$ cat config.mk
export PLATFORM = sky130hd
export DESIGN_NAME = rgb_fade_command_controller
export DESIGN_NICKNAME = d
export VERILOG_FILES = /design/src/hdl/rfc_pkg.sv /design/src/hdl/rfc_divider.sv /design/src/hdl/rfc_parser.sv /design/src/hdl/rgb_fade_command_controller.sv
export SDC_FILE = /design/constraint.sdc
export NUM_CORES = 1
export LEC_CHECK = 0
export BUFFER_PORTS_ARGS = -buffer_cell sky130_fd_sc_hd__clkbuf_2
export CAP_MARGIN = 20
export CORE_ASPECT_RATIO = 1.5
export CORE_UTILIZATION = 47
export CTS_CLUSTER_DIAMETER = 150
export CTS_CLUSTER_SIZE = 12
export DETAILED_ROUTE_END_ITERATION = 8
export GPL_ROUTABILITY_DRIVEN = 0
export SLEW_MARGIN = 20
export SYNTH_ARGS = -nofsm -noshare
export SYNTH_HDL_FRONTEND = slang
export SYNTH_SLANG_ARGS = --single-unit
$ cat constraint.sdc
create_clock -name clk -period 15.9 [get_ports clk]
set_clock_uncertainty 0.1 [all_clocks]
set_input_delay 0 -clock clk [delete_from_list [all_inputs] [get_ports clk]]
set_output_delay 0 -clock clk [all_outputs]
set_load 0.03 [all_outputs]
$ cat src/hdl/rfc_pkg.sv
package rfc_pkg;

  localparam int LEVEL_W = 8;
  localparam int ACC_W   = 17;
  localparam int SPEED_W = 8;
  localparam int DIV_CNT_W = $clog2(ACC_W + 1);

  localparam logic [LEVEL_W-1:0] LEVEL_RESET = 8'd255;
  localparam logic [SPEED_W-1:0] SPEED_RESET = 8'd10;

  // ASCII codes; OR-ing CASE_BIT into a letter gives its lower case form
  localparam logic [7:0] CASE_BIT = 8'h20;
  localparam logic [7:0] CHR_R    = 8'h72;
  localparam logic [7:0] CHR_G    = 8'h67;
  localparam logic [7:0] CHR_B    = 8'h62;
  localparam logic [7:0] CHR_F    = 8'h66;
  localparam logic [7:0] CHR_A    = 8'h61;
  localparam logic [7:0] CHR_D    = 8'h64;
  localparam logic [7:0] CHR_X    = 8'h78;
  localparam logic [7:0] CHR_0    = 8'h30;
  localparam logic [7:0] CHR_9    = 8'h39;

  typedef enum logic [1:0] {
    CMD_RED   = 2'd0,
    CMD_GREEN = 2'd1,
    CMD_BLUE  = 2'd2,
    CMD_FADE  = 2'd3
  } cmd_sel_t;

  typedef enum logic [1:0] {
    ST_OK      = 2'd0,
    ST_CANCEL  = 2'd1,
    ST_UNKNOWN = 2'd2
  } status_t;

  typedef enum logic [1:0] {
    S_IDLE,
    S_DIVIDE,
    S_STEP,
    S_FINISH
  } state_t;

  typedef struct packed {
    logic               en;
    cmd_sel_t           sel;
    logic [LEVEL_W-1:0] value;
  } cmd_wr_t;

  typedef struct packed {
    cmd_wr_t wr;
    status_t status;
  } parse_res_t;

endpackage

$ cat src/hdl/rfc_divider.sv
module rfc_divider (
  input  logic                        clk,
  input  logic                        rst,
  input  logic                        start,
  input  logic [rfc_pkg::ACC_W-1:0]   dividend,
  input  logic [rfc_pkg::SPEED_W-1:0] divisor,
  output logic                        done,
  output logic [rfc_pkg::ACC_W-1:0]   quotient,
  output logic [rfc_pkg::SPEED_W-1:0] remainder
);

  logic                          running;
  logic [rfc_pkg::DIV_CNT_W-1:0] cnt;
  logic [rfc_pkg::ACC_W-1:0]     quo;
  logic [rfc_pkg::SPEED_W-1:0]   rem;
  logic [rfc_pkg::SPEED_W-1:0]   dvs;

  logic [rfc_pkg::SPEED_W:0]     shifted;
  logic [rfc_pkg::SPEED_W:0]     diff;
  logic                          ge;
  logic [rfc_pkg::SPEED_W-1:0]   rem_next;
  logic [rfc_pkg::ACC_W-1:0]     quo_next;

  // one restoring step: bring down the next dividend bit, trial subtract
  always_comb begin
    shifted  = {rem, quo[rfc_pkg::ACC_W-1]};
    diff     = shifted - {1'b0, dvs};
    ge       = shifted >= {1'b0, dvs};
    rem_next = ge ? diff[rfc_pkg::SPEED_W-1:0] : shifted[rfc_pkg::SPEED_W-1:0];
    quo_next = {quo[rfc_pkg::ACC_W-2:0], ge};
  end

  always_ff @(posedge clk) begin
    if (rst) begin
      running <= 1'b0;
      done    <= 1'b0;
      cnt     <= '0;
    end else begin
      done <= 1'b0;
      if (start) begin
        running <= 1'b1;
        cnt     <= rfc_pkg::DIV_CNT_W'(rfc_pkg::ACC_W);
      end else if (running) begin
        cnt <= cnt - 1'b1;
        if (cnt == rfc_pkg::DIV_CNT_W'(1)) begin
          running <= 1'b0;
          done    <= 1'b1;
        end
      end
    end
  end

  always_ff @(posedge clk) begin
    if (start) begin
      quo <= dividend;
      rem <= '0;
      dvs <= divisor;
    end else if (running) begin
      quo <= quo_next;
      rem <= rem_next;
    end
  end

  assign quotient  = quo;
  assign remainder = rem;

  a_rem_below_divisor: assert property (@(posedge clk) disable iff (rst)
    done |-> (rem < dvs))
    else $error("divider remainder not below divisor");

  a_no_step_when_done: assert property (@(posedge clk) disable iff (rst)
    done |-> !running)
    else $error("divider still running at done");

  a_done_after_last_step: assert property (@(posedge clk) disable iff (rst)
    (running && !start && cnt == rfc_pkg::DIV_CNT_W'(1)) |=> done)
    else $error("divider missed its done pulse");

endmodule

$ cat src/hdl/rfc_parser.sv
module rfc_parser #(
  parameter int DIGITS_PER_COMMAND = 3
) (
  input  logic                clk,
  input  logic                rst,
  input  logic                accept,
  input  logic [7:0]          char_code,
  output rfc_pkg::parse_res_t res
);

  localparam logic [1:0] DIGITS_LAST = 2'(DIGITS_PER_COMMAND);

  logic                          pending;
  logic                          pending_next;
  logic [1:0]                    count;
  logic [1:0]                    count_next;
  logic [rfc_pkg::LEVEL_W-1:0]   number;
  logic [rfc_pkg::LEVEL_W-1:0]   number_next;
  rfc_pkg::cmd_sel_t             target;
  rfc_pkg::cmd_sel_t             target_next;

  logic [7:0]                    lc;
  logic                          is_digit;
  logic [rfc_pkg::LEVEL_W-1:0]   digit_val;
  logic [rfc_pkg::LEVEL_W-1:0]   number_acc;
  logic [1:0]                    count_inc;

  always_comb begin
    lc         = char_code | rfc_pkg::CASE_BIT;
    is_digit   = (char_code >= rfc_pkg::CHR_0) && (char_code <= rfc_pkg::CHR_9);
    digit_val  = char_code - rfc_pkg::CHR_0;
    // times ten as two shifts, wrapping at eight bits
    number_acc = {number[4:0], 3'b000} + {number[6:0], 1'b0} + digit_val;
    count_inc  = count + 2'd1;
  end

  always_comb begin
    pending_next = pending;
    count_next   = count;
    number_next  = number;
    target_next  = target;
    res.wr.en    = 1'b0;
    res.wr.sel   = target;
    res.wr.value = number_acc;
    res.status   = rfc_pkg::ST_OK;
    priority if (lc == rfc_pkg::CHR_R || lc == rfc_pkg::CHR_G ||
                 lc == rfc_pkg::CHR_B || lc == rfc_pkg::CHR_F) begin
      pending_next = 1'b1;
      count_next   = '0;
      number_next  = '0;
      unique case (lc)
        rfc_pkg::CHR_R: target_next = rfc_pkg::CMD_RED;
        rfc_pkg::CHR_G: target_next = rfc_pkg::CMD_GREEN;
        rfc_pkg::CHR_B: target_next = rfc_pkg::CMD_BLUE;
        default:        target_next = rfc_pkg::CMD_FADE;
      endcase
    end else if (lc == rfc_pkg::CHR_A || lc == rfc_pkg::CHR_D ||
                 lc == rfc_pkg::CHR_X) begin
      // ignored letters leave everything alone
    end else if (!pending) begin
      res.status = rfc_pkg::ST_UNKNOWN;
    end else if (!is_digit) begin
      pending_next = 1'b0;
      res.status   = rfc_pkg::ST_CANCEL;
    end else begin
      number_next = number_acc;
      count_next  = count_inc;
      if (count_inc >= DIGITS_LAST) begin
        pending_next = 1'b0;
        res.wr.en    = 1'b1;
      end
    end
  end

  always_ff @(posedge clk) begin
    if (rst) begin
      pending <= 1'b0;
      count   <= '0;
      number  <= '0;
      target  <= rfc_pkg::CMD_RED;
    end else if (accept) begin
      pending <= pending_next;
      count   <= count_next;
      number  <= number_next;
      target  <= target_next;
    end
  end

endmodule

$ cat src/hdl/rgb_fade_command_controller.sv
// LED level fader with a serial command parser.
// Input channel (in_valid / in_stall): kind 0 carries elapsed_ms, kind 1
// carries one command character in char_code. Every accepted item yields
// exactly one result on the output channel (out_valid / out_stall): the
// three shown levels, the settled flag and a parse status.
// A time item runs the 17-step shift/subtract divider that turns the
// millisecond accumulator into a step size, then walks the channels one per
// cycle through a single compare/adder, and the finish state loads the result
// register. With a fade speed of zero the divider is skipped. A character item
// is parsed in the accept cycle and goes straight to the finish state. The next
// item can be taken in the cycle after the result register is loaded.
// The result register holds while out_stall is high; a new item can still
// be accepted then, and its result waits until the register is free.
// Reset (rst, synchronous) sets all levels and targets to 255, fade speed
// to 10, clears the accumulator and any pending command, and sets the settled flag.
module rgb_fade_command_controller #(
  parameter int CHANNELS           = 3,
  parameter int DIGITS_PER_COMMAND = 3
) (
  input  logic       clk,
  input  logic       rst,
  input  logic       in_valid,
  output logic       in_stall,
  input  logic       kind,
  input  logic [15:0] elapsed_ms,
  input  logic [7:0] char_code,
  output logic       out_valid,
  input  logic       out_stall,
  output logic [7:0] red_level,
  output logic [7:0] green_level,
  output logic [7:0] blue_level,
  output logic       settled,
  output logic [1:0] status
);

  localparam int CH_W = (CHANNELS > 1) ? $clog2(CHANNELS) : 1;
  localparam logic [CH_W-1:0] CH_LAST = CH_W'(CHANNELS - 1);

  rfc_pkg::state_t              state;
  rfc_pkg::state_t              state_next;

  logic [rfc_pkg::LEVEL_W-1:0]  actual [CHANNELS];
  logic [rfc_pkg::LEVEL_W-1:0]  target [CHANNELS];
  logic [rfc_pkg::ACC_W-1:0]    acc;
  logic [rfc_pkg::ACC_W-1:0]    acc_sum;
  logic [rfc_pkg::ACC_W-1:0]    step;
  logic [rfc_pkg::SPEED_W-1:0]  fade_speed;
  logic                         settled_flag;
  logic [CH_W-1:0]              ch;
  rfc_pkg::status_t             item_status;

  logic [rfc_pkg::LEVEL_W-1:0]  out_lvl [3];
  logic [rfc_pkg::LEVEL_W-1:0]  view_lvl [3];
  logic                         out_settled;
  rfc_pkg::status_t             out_status;

  logic                         in_accept;
  logic                         time_accept;
  logic                         char_accept;
  logic                         speed_zero;
  logic                         div_start;
  logic                         div_done;
  logic [rfc_pkg::ACC_W-1:0]    div_quo;
  logic [rfc_pkg::SPEED_W-1:0]  div_rem;
  logic                         step_en;
  logic                         load_out;
  rfc_pkg::parse_res_t          parse;

  logic [rfc_pkg::LEVEL_W-1:0]  cur_a;
  logic [rfc_pkg::LEVEL_W-1:0]  cur_t;
  logic                         up;
  logic [rfc_pkg::LEVEL_W-1:0]  gap;
  logic                         reach;
  logic [rfc_pkg::LEVEL_W-1:0]  moved;

  assign in_accept   = in_valid && !in_stall;
  assign time_accept = in_accept && !kind;
  assign char_accept = in_accept && kind;
  assign speed_zero  = (fade_speed == '0);
  assign acc_sum     = acc + rfc_pkg::ACC_W'(elapsed_ms);

  rfc_divider u_div (
    .clk       (clk),
    .rst       (rst),
    .start     (div_start),
    .dividend  (acc_sum),
    .divisor   (fade_speed),
    .done      (div_done),
    .quotient  (div_quo),
    .remainder (div_rem)
  );

  rfc_parser #(
    .DIGITS_PER_COMMAND (DIGITS_PER_COMMAND)
  ) u_parser (
    .clk       (clk),
    .rst       (rst),
    .accept    (char_accept),
    .char_code (char_code),
    .res       (parse)
  );

  // next state
  always_comb begin
    state_next = state;
    unique case (state)
      rfc_pkg::S_IDLE: begin
        if (char_accept) begin
          state_next = rfc_pkg::S_FINISH;
        end else if (time_accept) begin
          state_next = speed_zero ? rfc_pkg::S_STEP : rfc_pkg::S_DIVIDE;
        end
      end
      rfc_pkg::S_DIVIDE: begin
        if (div_done) begin
          state_next = rfc_pkg::S_STEP;
        end
      end
      rfc_pkg::S_STEP: begin
        if (ch == CH_LAST) begin
          state_next = rfc_pkg::S_FINISH;
        end
      end
      rfc_pkg::S_FINISH: begin
        if (!out_valid || !out_stall) begin
          state_next = rfc_pkg::S_IDLE;
        end
      end
      default: state_next = rfc_pkg::S_IDLE;
    endcase
  end

  // control outputs
  always_comb begin
    in_stall  = 1'b1;
    div_start = 1'b0;
    step_en   = 1'b0;
    load_out  = 1'b0;
    unique case (state)
      rfc_pkg::S_IDLE: begin
        in_stall  = 1'b0;
        div_start = time_accept && !speed_zero;
      end
      rfc_pkg::S_DIVIDE: begin
      end
      rfc_pkg::S_STEP: begin
        step_en = 1'b1;
      end
      rfc_pkg::S_FINISH: begin
        load_out = !out_valid || !out_stall;
      end
      default: begin
      end
    endcase
  end

  // shared compare/adder for the channel walk
  always_comb begin
    cur_a = actual[ch];
    cur_t = target[ch];
    up    = cur_t > cur_a;
    gap   = up ? (cur_t - cur_a) : (cur_a - cur_t);
    reach = rfc_pkg::ACC_W'(gap) < step;
    // without reach, step <= gap fits in eight bits
    moved = reach ? cur_t :
            (up ? cur_a + step[rfc_pkg::LEVEL_W-1:0]
                : cur_a - step[rfc_pkg::LEVEL_W-1:0]);
  end

  always_ff @(posedge clk) begin
    if (rst) begin
      state        <= rfc_pkg::S_IDLE;
      acc          <= '0;
      fade_speed   <= rfc_pkg::SPEED_RESET;
      settled_flag <= 1'b1;
      ch           <= '0;
      out_valid    <= 1'b0;
      for (int i = 0; i < CHANNELS; i++) begin
        actual[i] <= rfc_pkg::LEVEL_RESET;
        target[i] <= rfc_pkg::LEVEL_RESET;
      end
    end else begin
      state <= state_next;

      if (time_accept) begin
        ch           <= '0;
        settled_flag <= 1'b1;
        if (speed_zero) begin
          acc <= '0;
        end else begin
          acc <= acc_sum;
        end
      end

      if (state == rfc_pkg::S_DIVIDE && div_done) begin
        acc <= rfc_pkg::ACC_W'(div_rem);
      end

      if (step_en) begin
        if (cur_a != cur_t) begin
          actual[ch]   <= moved;
          settled_flag <= 1'b0;
        end
        ch <= ch + 1'b1;
      end

      if (char_accept && parse.wr.en) begin
        settled_flag <= 1'b0;
        if (parse.wr.sel == rfc_pkg::CMD_FADE) begin
          fade_speed <= parse.wr.value;
        end
        for (int i = 0; i < CHANNELS; i++) begin
          if (parse.wr.sel != rfc_pkg::CMD_FADE && int'(parse.wr.sel) == i) begin
            target[i] <= parse.wr.value;
          end
        end
      end

      if (load_out) begin
        out_valid <= 1'b1;
      end else if (!out_stall) begin
        out_valid <= 1'b0;
      end
    end
  end

  always_ff @(posedge clk) begin
    if (time_accept) begin
      item_status <= rfc_pkg::ST_OK;
      step        <= speed_zero ? '1 : step;
    end else if (char_accept) begin
      item_status <= parse.status;
    end
    if (state == rfc_pkg::S_DIVIDE && div_done) begin
      step <= div_quo;
    end
    if (load_out) begin
      out_lvl     <= view_lvl;
      out_settled <= settled_flag;
      out_status  <= item_status;
    end
  end

  for (genvar j = 0; j < 3; j++) begin : g_view
    if (j < CHANNELS) begin : g_present
      assign view_lvl[j] = actual[j];
    end else begin : g_absent
      assign view_lvl[j] = '0;
    end
  end

  assign red_level   = out_lvl[0];
  assign green_level = out_lvl[1];
  assign blue_level  = out_lvl[2];
  assign settled     = out_settled;
  assign status      = out_status;

  a_divide_needs_speed: assert property (@(posedge clk) disable iff (rst)
    (state == rfc_pkg::S_DIVIDE) |-> !speed_zero)
    else $error("divider running with zero fade speed");

  a_walk_in_range: assert property (@(posedge clk) disable iff (rst)
    (state == rfc_pkg::S_STEP) |-> (ch <= CH_LAST))
    else $error("channel index out of range");

  a_finish_loads: assert property (@(posedge clk) disable iff (rst)
    load_out |=> (out_valid && state == rfc_pkg::S_IDLE))
    else $error("result not presented after finish");

  a_acc_below_speed: assert property (@(posedge clk) disable iff (rst)
    (state == rfc_pkg::S_STEP) |-> (speed_zero || acc < rfc_pkg::ACC_W'(fade_speed)))
    else $error("accumulator remainder not reduced");

endmodule

==> results of run 1 <==
-- synth_stat cells (6+ instances only) --
master    instances
edfxtp_1        125
and3_1            6
a22o_1            6
xnor2_1          36
nor3_1           15
nor2_1           57
mux2i_1          17
o31ai_1           9
ha_1             77
clkbuf_1         25
inv_1            76
a211oi_1          6
nor2b_1          11
or3_1             7
nand3_1          13
dfxtp_1          62
nand4_1          10
o21ai_0          59
or2_2            26
nand2_1         106
fa_1             10
xor2_1            7
a21o_1           17
a31oi_1           8
mux4_2            8
a21oi_1          66
-- worst max-delay path, cell delays in order, from the launching register on --
cell,delay (ns)
dfxtp_1,0.58
buf_4,0.31
mux4_2,0.58
ha_1,0.48
a211oi_1,0.13
o21bai_1,0.39
o21a_1,0.60
nor2_1,0.11
o31a_1,0.30
a311oi_2,0.27
xnor2_1,0.11
ha_1,0.21
or3_1,0.36
or2_2,0.28
o311a_1,0.31
nor3b_1,0.23
or3_1,0.42
nand2_1,0.09
-- timing repair --
item                                   in CTS  in global routing
endpoints found under the hold margin      27                  0
setup endpoints to repair                   0                  0
hold buffers                               15                  0
setup buffers                               0                  0
-- cell type report --
| cell class | count | area [um^2] | share of cell area [%] |
|---|---|---|---|
| flip-flops and latches | 187 | 4990 | 44.0 |
| multi-input cells | 656 | 4640 | 40.9 |
| repair buffers | 82 | 510 | 4.50 |
| clock buffers | 17 | 425 | 3.75 |
| well taps | 268 | 335 | 2.96 |
| inverters | 76 | 285 | 2.51 |
| clock inverters | 15 | 153 | 1.35 |
-- power by group --
part	total, mW	switching, mW	internal [mW]	leakage (nW)
logic	0.368	0.220	0.148	2.51
clock network	0.416	0.194	0.221	0.277
registers	0.608	0.0342	0.573	1.52
-- routing by layer --
layer | track usage (%) | vias to the layer above | share of wire, %
met2 | 38.1 | 126 | 54
met4 | 9.09 | 0 | 3.0
li1 | - | 3556 | -
met3 | 3.72 | 33 | 2.8
met1 | 23.5 | 3271 | 41
met5 | 0 | - | 0
-- cells by family after synthesis --
group	share of synthesized area [%]
simple gates	13.6
compound gates	13.3
flops	49.6
buf+inv	4.34
fa+ha+maj	11.6
xor+xnor	3.74
mux	3.81
-- flip-flops by register name, indices dropped and copies added, names as in the netlist, 7 cells and up, named ones only --
name             flops
blue_level           8
fade_speed           8
target              24
u_parser.number      7
u_div.dvs            8
acc                 17
step                17
actual              32
u_div.quotient      17
green_level          8
red_level            8
u_div.remainder      8
-- worst max-delay path by stage --
stage                     startpoint                          to  slack [ns]  cells past startpoint
after floorplan             register  actual[2][1]$_SDFFCE_PN1P_       10.76                     20
after global placement      register  actual[0][7]$_SDFFCE_PN1P_        10.0                     17
final                       register  actual[0][7]$_SDFFCE_PN1P_        9.89                     17
after CTS                   register  actual[0][7]$_SDFFCE_PN1P_        9.90                     17
after global routing        register  actual[2][7]$_SDFFCE_PN1P_        9.48                     21
after detailed placement    register  actual[0][7]$_SDFFCE_PN1P_        9.93                     17
==> qor.txt, run 1 <==
register bit count reported by yosys: 187
Detail Route Antenna Nets: 0
unrepaired setup endpoints after global routing: no
final setup fails: 0
I/O Buffers: 57
ys flop type: edfxtp_1
Critical Path AT: 6.22 ns
H-Tree Depth: 4
clk_lat worst skew: 0.44 ns
utilization after layout: 54.1%
Crit. End Element: register
wire length per cell: 16.4 um
global route overflow: 0
fillers: 1,898
async set-reset flop share out of synthesis: 0%
CTS tree: done
via count: 6,986
CP max FO: 18
Max Slew Vio Count: 0
Power Density: 123 nW/um^2
Max VDD drop: 0.0000737 V
Unique masters post-synth: 69
CTS Buffer Depth: 2
Place WS: 9.93 ns
Synth top area share: 37.3%
Hold Crit Start: elapsed_ms[4]
DP Wirelength: 16.4 mm
area of placed instances: 10,600 um^2
n_diodes: 0
status: finished, final reports clean
Area Growth Syn to Fin: 12.7%
first-pass GRT wire length: 35.3 mm
Data required, critical path: 16.11 ns
Cells after Synth: 952
DRT Pass-1 Iters: 4
most common cell after layout, fill and taps aside: edfxtp_1
synth warn: 0
Final Hold Fails: 0
Post-CTS Resized: 0
drt initial violations: 393
gr usage total: 21.0%
syn nets: 1,068
Via density: 5.37
Die Wd: 122 um
Final Cycle Share: 37.8%
hold path depth: 5
headroom to the max-slew limit: 27.9%
number of global-route vias before repair: 7,080
non-filler cells in the finished layout: 1,301
max-capacitance violation count: 0
CTS root buf: clkbuf_16
hold path endpoint: acc[4]$_SDFFE_PP0P_
initial antenna violation count: 0
I/O pin cnt: 58
Worst Hold Slack: 0.0225 ns
total core area: 21,000 um^2
fmax: 0.166 GHz
r2r endpoint: actual[0][7]$_SDFFCE_PN1P_
Yosys top cell by area: edfxtp_1
Setup TNS: 0 ns
DR DRC count: 0
hold crit path type: in -> reg
total leakage power: 4.31 nW
minimum clock period after layout: 6.01 ns
Clock Pin Slew Worst Setup and Hold Paths: 0.08 ns
share of layout cells above drive strength 1: 14.0%
synth top area cells: edfxtp_1, dfxtp_1, ha_1, nand2_1, a21oi_1
R2R Setup Slk: 9.89 ns
worst-margin pin slew: 1.07 ns
Num CTS Buffers: 17
die area: 22,000 um^2
r2r worst-path depth: 17
critical path class: reg -> reg
Syn Area/Cell: 10.6 um^2
EDFF count, synth: 125
routed wire length: 21.4 mm
nets@finish: 1,136
Syn Std Cell Area: 10,100 um^2
Seq/Total Area, Yosys: 49.6%
placed insts: 1,254
Die Ht: 181 um
most frequent cells in the layout: edfxtp_1, nand2_1, ha_1
final worst setup slack: 9.89 ns
FP Rows: 65
Pwr Total: 1.39 mW
post-route cell area: 11,300 um^2
clk sink count: 187
critical path launch point type: register
initial core utilization: 48.0%
largest net degree at the start of global routing: 37
(Power assumes the default switching activity.)
==> run 2, diff against run 1 <==
Settings changed: PLACE_DENSITY from default to 0.67.
Clock period 15.9 ns to 5.1 ns, I/O delays scaled along.
==> qor.txt, run 2 (synthesis gave the netlist of run 1 again) <==
Final Cycle Share: 96.7%
wire length per cell: 17.0 um
initial core utilization: 48.0%
worst-margin pin slew: 0.912 ns
number of global-route vias before repair: 7,330
Detail Route Antenna Nets: 0
hold crit path type: in -> reg
DP Wirelength: 16.8 mm
via count: 7,253
Setup TNS: 0 ns
CTS tree: done
final setup fails: 0
Num CTS Buffers: 17
critical path class: reg -> reg
critical path launch point type: register
I/O Buffers: 57
most common cell after layout, fill and taps aside: edfxtp_1
utilization after layout: 54.9%
met2 Resource Use GR: 39.9%
most frequent cells in the layout: edfxtp_1, nand2_1, ha_1
max-capacitance violation count: 0
crit-path cells: buf_12, mux4_2, ha_1, a211oi_1, o21bai_1, o21a_2, a211o_1, and3_4, a311oi_2, xnor2_1, ha_1, or3_1, or2_2, o311a_4, nor3b_1, or3_4, nand2_1
GR Util met1: 23.9%
GRT Max-Usage Layer: met2
Die Ht: 181 um
global route overflow: 0
final worst setup slack: 0.166 ns
total core area: 21,000 um^2
GR met3 Demand/Resource: 3.44%
clk_lat worst skew: 0.44 ns
nets@finish: 1,154
Place WS: -0.0382 ns
first-pass GRT wire length: 36.4 mm
R2R Setup Slk: 0.17 ns
Clock Pin Slew Worst Setup and Hold Paths: 0.07 ns
share of layout cells above drive strength 1: 16.7%
Power Density: 385 nW/um^2
Hold Crit Start: elapsed_ms[15]
Area Growth Syn to Fin: 14.5%
CTS root buf: clkbuf_16
H-Tree Depth: 4
largest registers: actual (32), target (24)
status: finished, final reports clean
CP max-delay cell: mux4_2
hold path depth: 4
gr usage total: 21.5%
Max VDD drop: 0.000277 V
largest net degree at the start of global routing: 35
Crit. End Element: register
CTS Buffer Depth: 2
hold path endpoint: acc[15]$_SDFFE_PP0P_
CP max FO: 16
headroom to the max-slew limit: 39.1%
Critical Path AT: 5.13 ns
r2r endpoint: actual[0][7]$_SDFFCE_PN1P_
routed wire length: 22.4 mm
Max Slew Vio Count: 0
drt initial violations: 569
delay-heaviest family, CP: simple AND/OR/NAND/NOR gates
crit path buf inv count: 1
n_diodes: 0
critical path depth: 17
most numerous cell on the critical path: ha_1
minimum clock period after layout: 4.93 ns
Biggest register: actual
initial antenna violation count: 0
Final Hold Fails: 0
clk sink count: 187
Via density: 5.50
r2r worst-path depth: 17
I/O pin cnt: 58
DRT Pass-1 Iters: 5
FP Rows: 65
Data required, critical path: 5.30 ns
DR DRC count: 0
total leakage power: 4.40 nW
Die Wd: 122 um
max reg flops: 32
die area: 22,000 um^2
crit-path max cell delay: 0.57 ns
fmax: 0.203 GHz
[run 2: cell types whose count changed in the layout (fill, tap and decap cells not counted), moves of 2 or more]
cell           previous run  this run
dlygate4sd3_1            15        13
a21oi_1                  66        59
a21oi_2                   0         7
clkinv_2                  1         3
buf_4                    10        29
clkinvlp_4                3         1
[run 2: where the power goes]
group          internal, mW  total [mW]  switching, mW
Combinational         0.515        1.25          0.737
Clock                 0.685        1.30          0.612
Sequential             1.79        1.89         0.0995
Total                  2.99        4.44           1.45
[run 2: through the flow]
step	hold WS [ns]	instance area [um^2]	instances	power, mW
finish	0.000958	11500	1319	4.44
CTS	0.00428	11500	1316	4.41
global route	0.0256	11500	1319	4.68
detailed placement	0.203	10800	1271	3.12
global placement	0.184	10800	1271	3.09
floorplan	0.0436	10100	952	2.81
[run 2: worst max-delay path by stage]
| stage | slack [ns] | endpoint | from |
|---|---|---|---|
| after detailed placement | -0.04 | actual[2][1]$_SDFFCE_PN1P_ | register |
| after floorplan | 0.05 | actual[2][1]$_SDFFCE_PN1P_ | register |
| after CTS | 0.1 | actual[2][1]$_SDFFCE_PN1P_ | register |
| after global routing | -0.01 | actual[0][7]$_SDFFCE_PN1P_ | register |
| final | 0.17 | actual[0][7]$_SDFFCE_PN1P_ | register |
| after global placement | 0.05 | actual[2][1]$_SDFFCE_PN1P_ | register |
[run 2: worst register-to-register path: cells and delay by family (launching register included)]
kind,cells,cell delay [ns]
multiplexers,1,0.57
AO/OA/AOI/OAI,6,1.38
buffers and inverters,1,0.18
flip-flops,1,0.35
adder cells (fa/ha/maj),2,0.54
XOR/XNOR,1,0.12
AND/OR/NAND/NOR,6,1.53
[run 2: layout make-up]
type | instances | area (um^2)
fill | 1845 | 9460
clock inverter | 14 | 136
inverter | 76 | 285
clock buffer | 18 | 429
timing repair buffer | 100 | 653
tap | 268 | 335
sequential | 187 | 4990
multi-input combinational | 656 | 4690
[run 2: what timing repair did]
action / in CTS / in global routing
setup endpoints to repair: 20 / 29
buffers inserted: 0 / 3
hold buffers: 13 / 0
gates resized for setup: 1 / 9
hold endpoints to repair: 15 / 0
pin swaps: 0 / 0
[run 2: metal layers]
layer / part of all wire (%) / vias to the layer above
li1: - / 3582
met1: 40 / 3490
met2: 54 / 150
met3: 3.4 / 31
met4: 2.6 / 0
met5: 0 / -
==> run 3, diff against run 2 <==
Settings changed: ABC_CLOCK_PERIOD_IN_PS from default to 5100, CORE_UTILIZATION 47 to 30, PLACE_DENSITY 0.67 to default.
==> qor.txt, run 3 (synthesis gave the netlist of run 1 again) <==
GR met3 Demand/Resource: 2.47%
placed insts: 1,420
initial core utilization: 30.7%
CTS Buffer Depth: 2
largest registers: actual (32), target (24)
Crit. End Element: register
hold crit path type: in -> reg
routed wire length: 22.3 mm
clk_lat worst skew: 0.44 ns
Switch Pwr: 1.43 mW
global route overflow: 0
I/O pin cnt: 58
sw frac: 32.0%
clk sink count: 187
wire length per cell: 15.2 um
unrepaired setup endpoints after global routing: no
die area: 34,300 um^2
Setup TNS: 0 ns
DR DRC count: 0
DP Wirelength: 17.1 mm
H-Tree Depth: 4
GRT Max-Usage Layer: met2
area of placed instances: 11,000 um^2
critical path class: reg -> reg
CTS tree: done
Data required, critical path: 5.30 ns
most common cell after layout, fill and taps aside: edfxtp_1
total leakage power: 4.44 nW
Clock power frac: 30.0%
Pwr Total: 4.46 mW
hold path depth: 4
GR Util met1: 15.7%
Logic pwr share: 27.4%
fmax: 0.208 GHz
minimum clock period after layout: 4.81 ns
Final Hold Fails: 0
n_diodes: 0
final worst setup slack: 0.289 ns
via count: 7,127
max reg flops: 32
initial antenna violation count: 0
Critical Path AT: 5.01 ns
Place WS: 0.109 ns
Max VDD drop: 0.000203 V
Clock Pin Slew Worst Setup and Hold Paths: 0.08 ns
Worst Hold Slack: 0.0312 ns
first-pass GRT wire length: 36.9 mm
critical path launch point type: register
r2r worst-path depth: 19
met2 Resource Use GR: 25.7%
CTS root buf: clkbuf_16
number of global-route vias before repair: 7,249
Area Growth Syn to Fin: 17.0%
headroom to the max-slew limit: 48.2%
utilization after layout: 35.9%
non-filler cells in the finished layout: 1,471
drt initial violations: 307
most frequent cells in the layout: edfxtp_1, nand2_1, ha_1
post-route cell area: 11,800 um^2
FP Rows: 81
Max Slew Vio Count: 0
Die Wd: 152 um
final setup fails: 0
Detail Route Antenna Nets: 0
Num CTS Buffers: 17
largest net degree at the start of global routing: 35
gr usage total: 14.0%
I/O Buffers: 57
nets@finish: 1,159
Power Density: 379 nW/um^2
Die Ht: 226 um
max-capacitance violation count: 0
Final Cycle Share: 94.3%
post-CTS setup buffers: 0
Hold Crit Start: elapsed_ms[14]
DRT Pass-1 Iters: 5
status: finished, final reports clean
total core area: 32,800 um^2
Sequential Power Share: 42.6%
Via density: 4.85
share of layout cells above drive strength 1: 16.2%
CP max FO: 6
worst-margin pin slew: 0.776 ns
Internal: 3.03 mW
Biggest register: actual
run 3: power by group through the flow:
stage / combinational, mW / clock (mW) / sequential (mW)
floorplan: 0.905 / 0 / 1.90
finish: 1.22 / 1.34 / 1.90
CTS: 1.21 / 1.37 / 1.90
global route: 1.38 / 1.42 / 1.92
detailed placement: 1.19 / 0 / 1.93
global placement: 1.18 / 0 / 1.93
run 3: worst paths after layout:
check | to | slack, ns
max | actual[0][7]$_SDFFCE_PN1P_ | 0.29
min | acc[14]$_SDFFE_PP0P_ | 0.03
max reg2reg | actual[0][7]$_SDFFCE_PN1P_ | 0.29
min reg2reg | status[0]$_DFFE_PP_ | 0.34
run 3: worst max-delay path, cell delays in order (launching register included):
cell      delay (ns)
dfxtp_2         0.37
mux2i_1         0.19
nor2_1          0.05
a21oi_1         0.36
inv_1           0.15
fa_1            0.48
nand3_1         0.11
a21oi_1         0.09
o21a_2          0.26
a211o_1         0.28
and3_4          0.17
a311oi_2        0.28
xnor2_1         0.10
ha_1            0.20
or3_1           0.38
or2_2           0.29
o311a_4         0.16
nor3b_1         0.14
or3_1           0.42
nand2_1         0.09
run 3: area by class of cell:
| class | instances | area, um^2 |
|---|---|---|
| clock buffers | 18 | 429 |
| clock inverters | 14 | 158 |
| fillers | 3309 | 21100 |
| inverters | 76 | 285 |
| multi-input cells | 656 | 4670 |
| flip-flops and latches | 187 | 5000 |
| well taps | 415 | 519 |
| repair buffers | 105 | 718 |
run 3: metal layers:
layer	routed length [um]	vias to the layer above
li1	-	3595
met1	9200	3390
met2	12000	113
met3	593	29
met4	537	0
met5	0	-
run 3: repair_timing:
item,CTS,global route
resized for setup,0,9
endpoints found under the setup margin,0,32
endpoints found under the hold margin,29,0
hold buffers,19,0
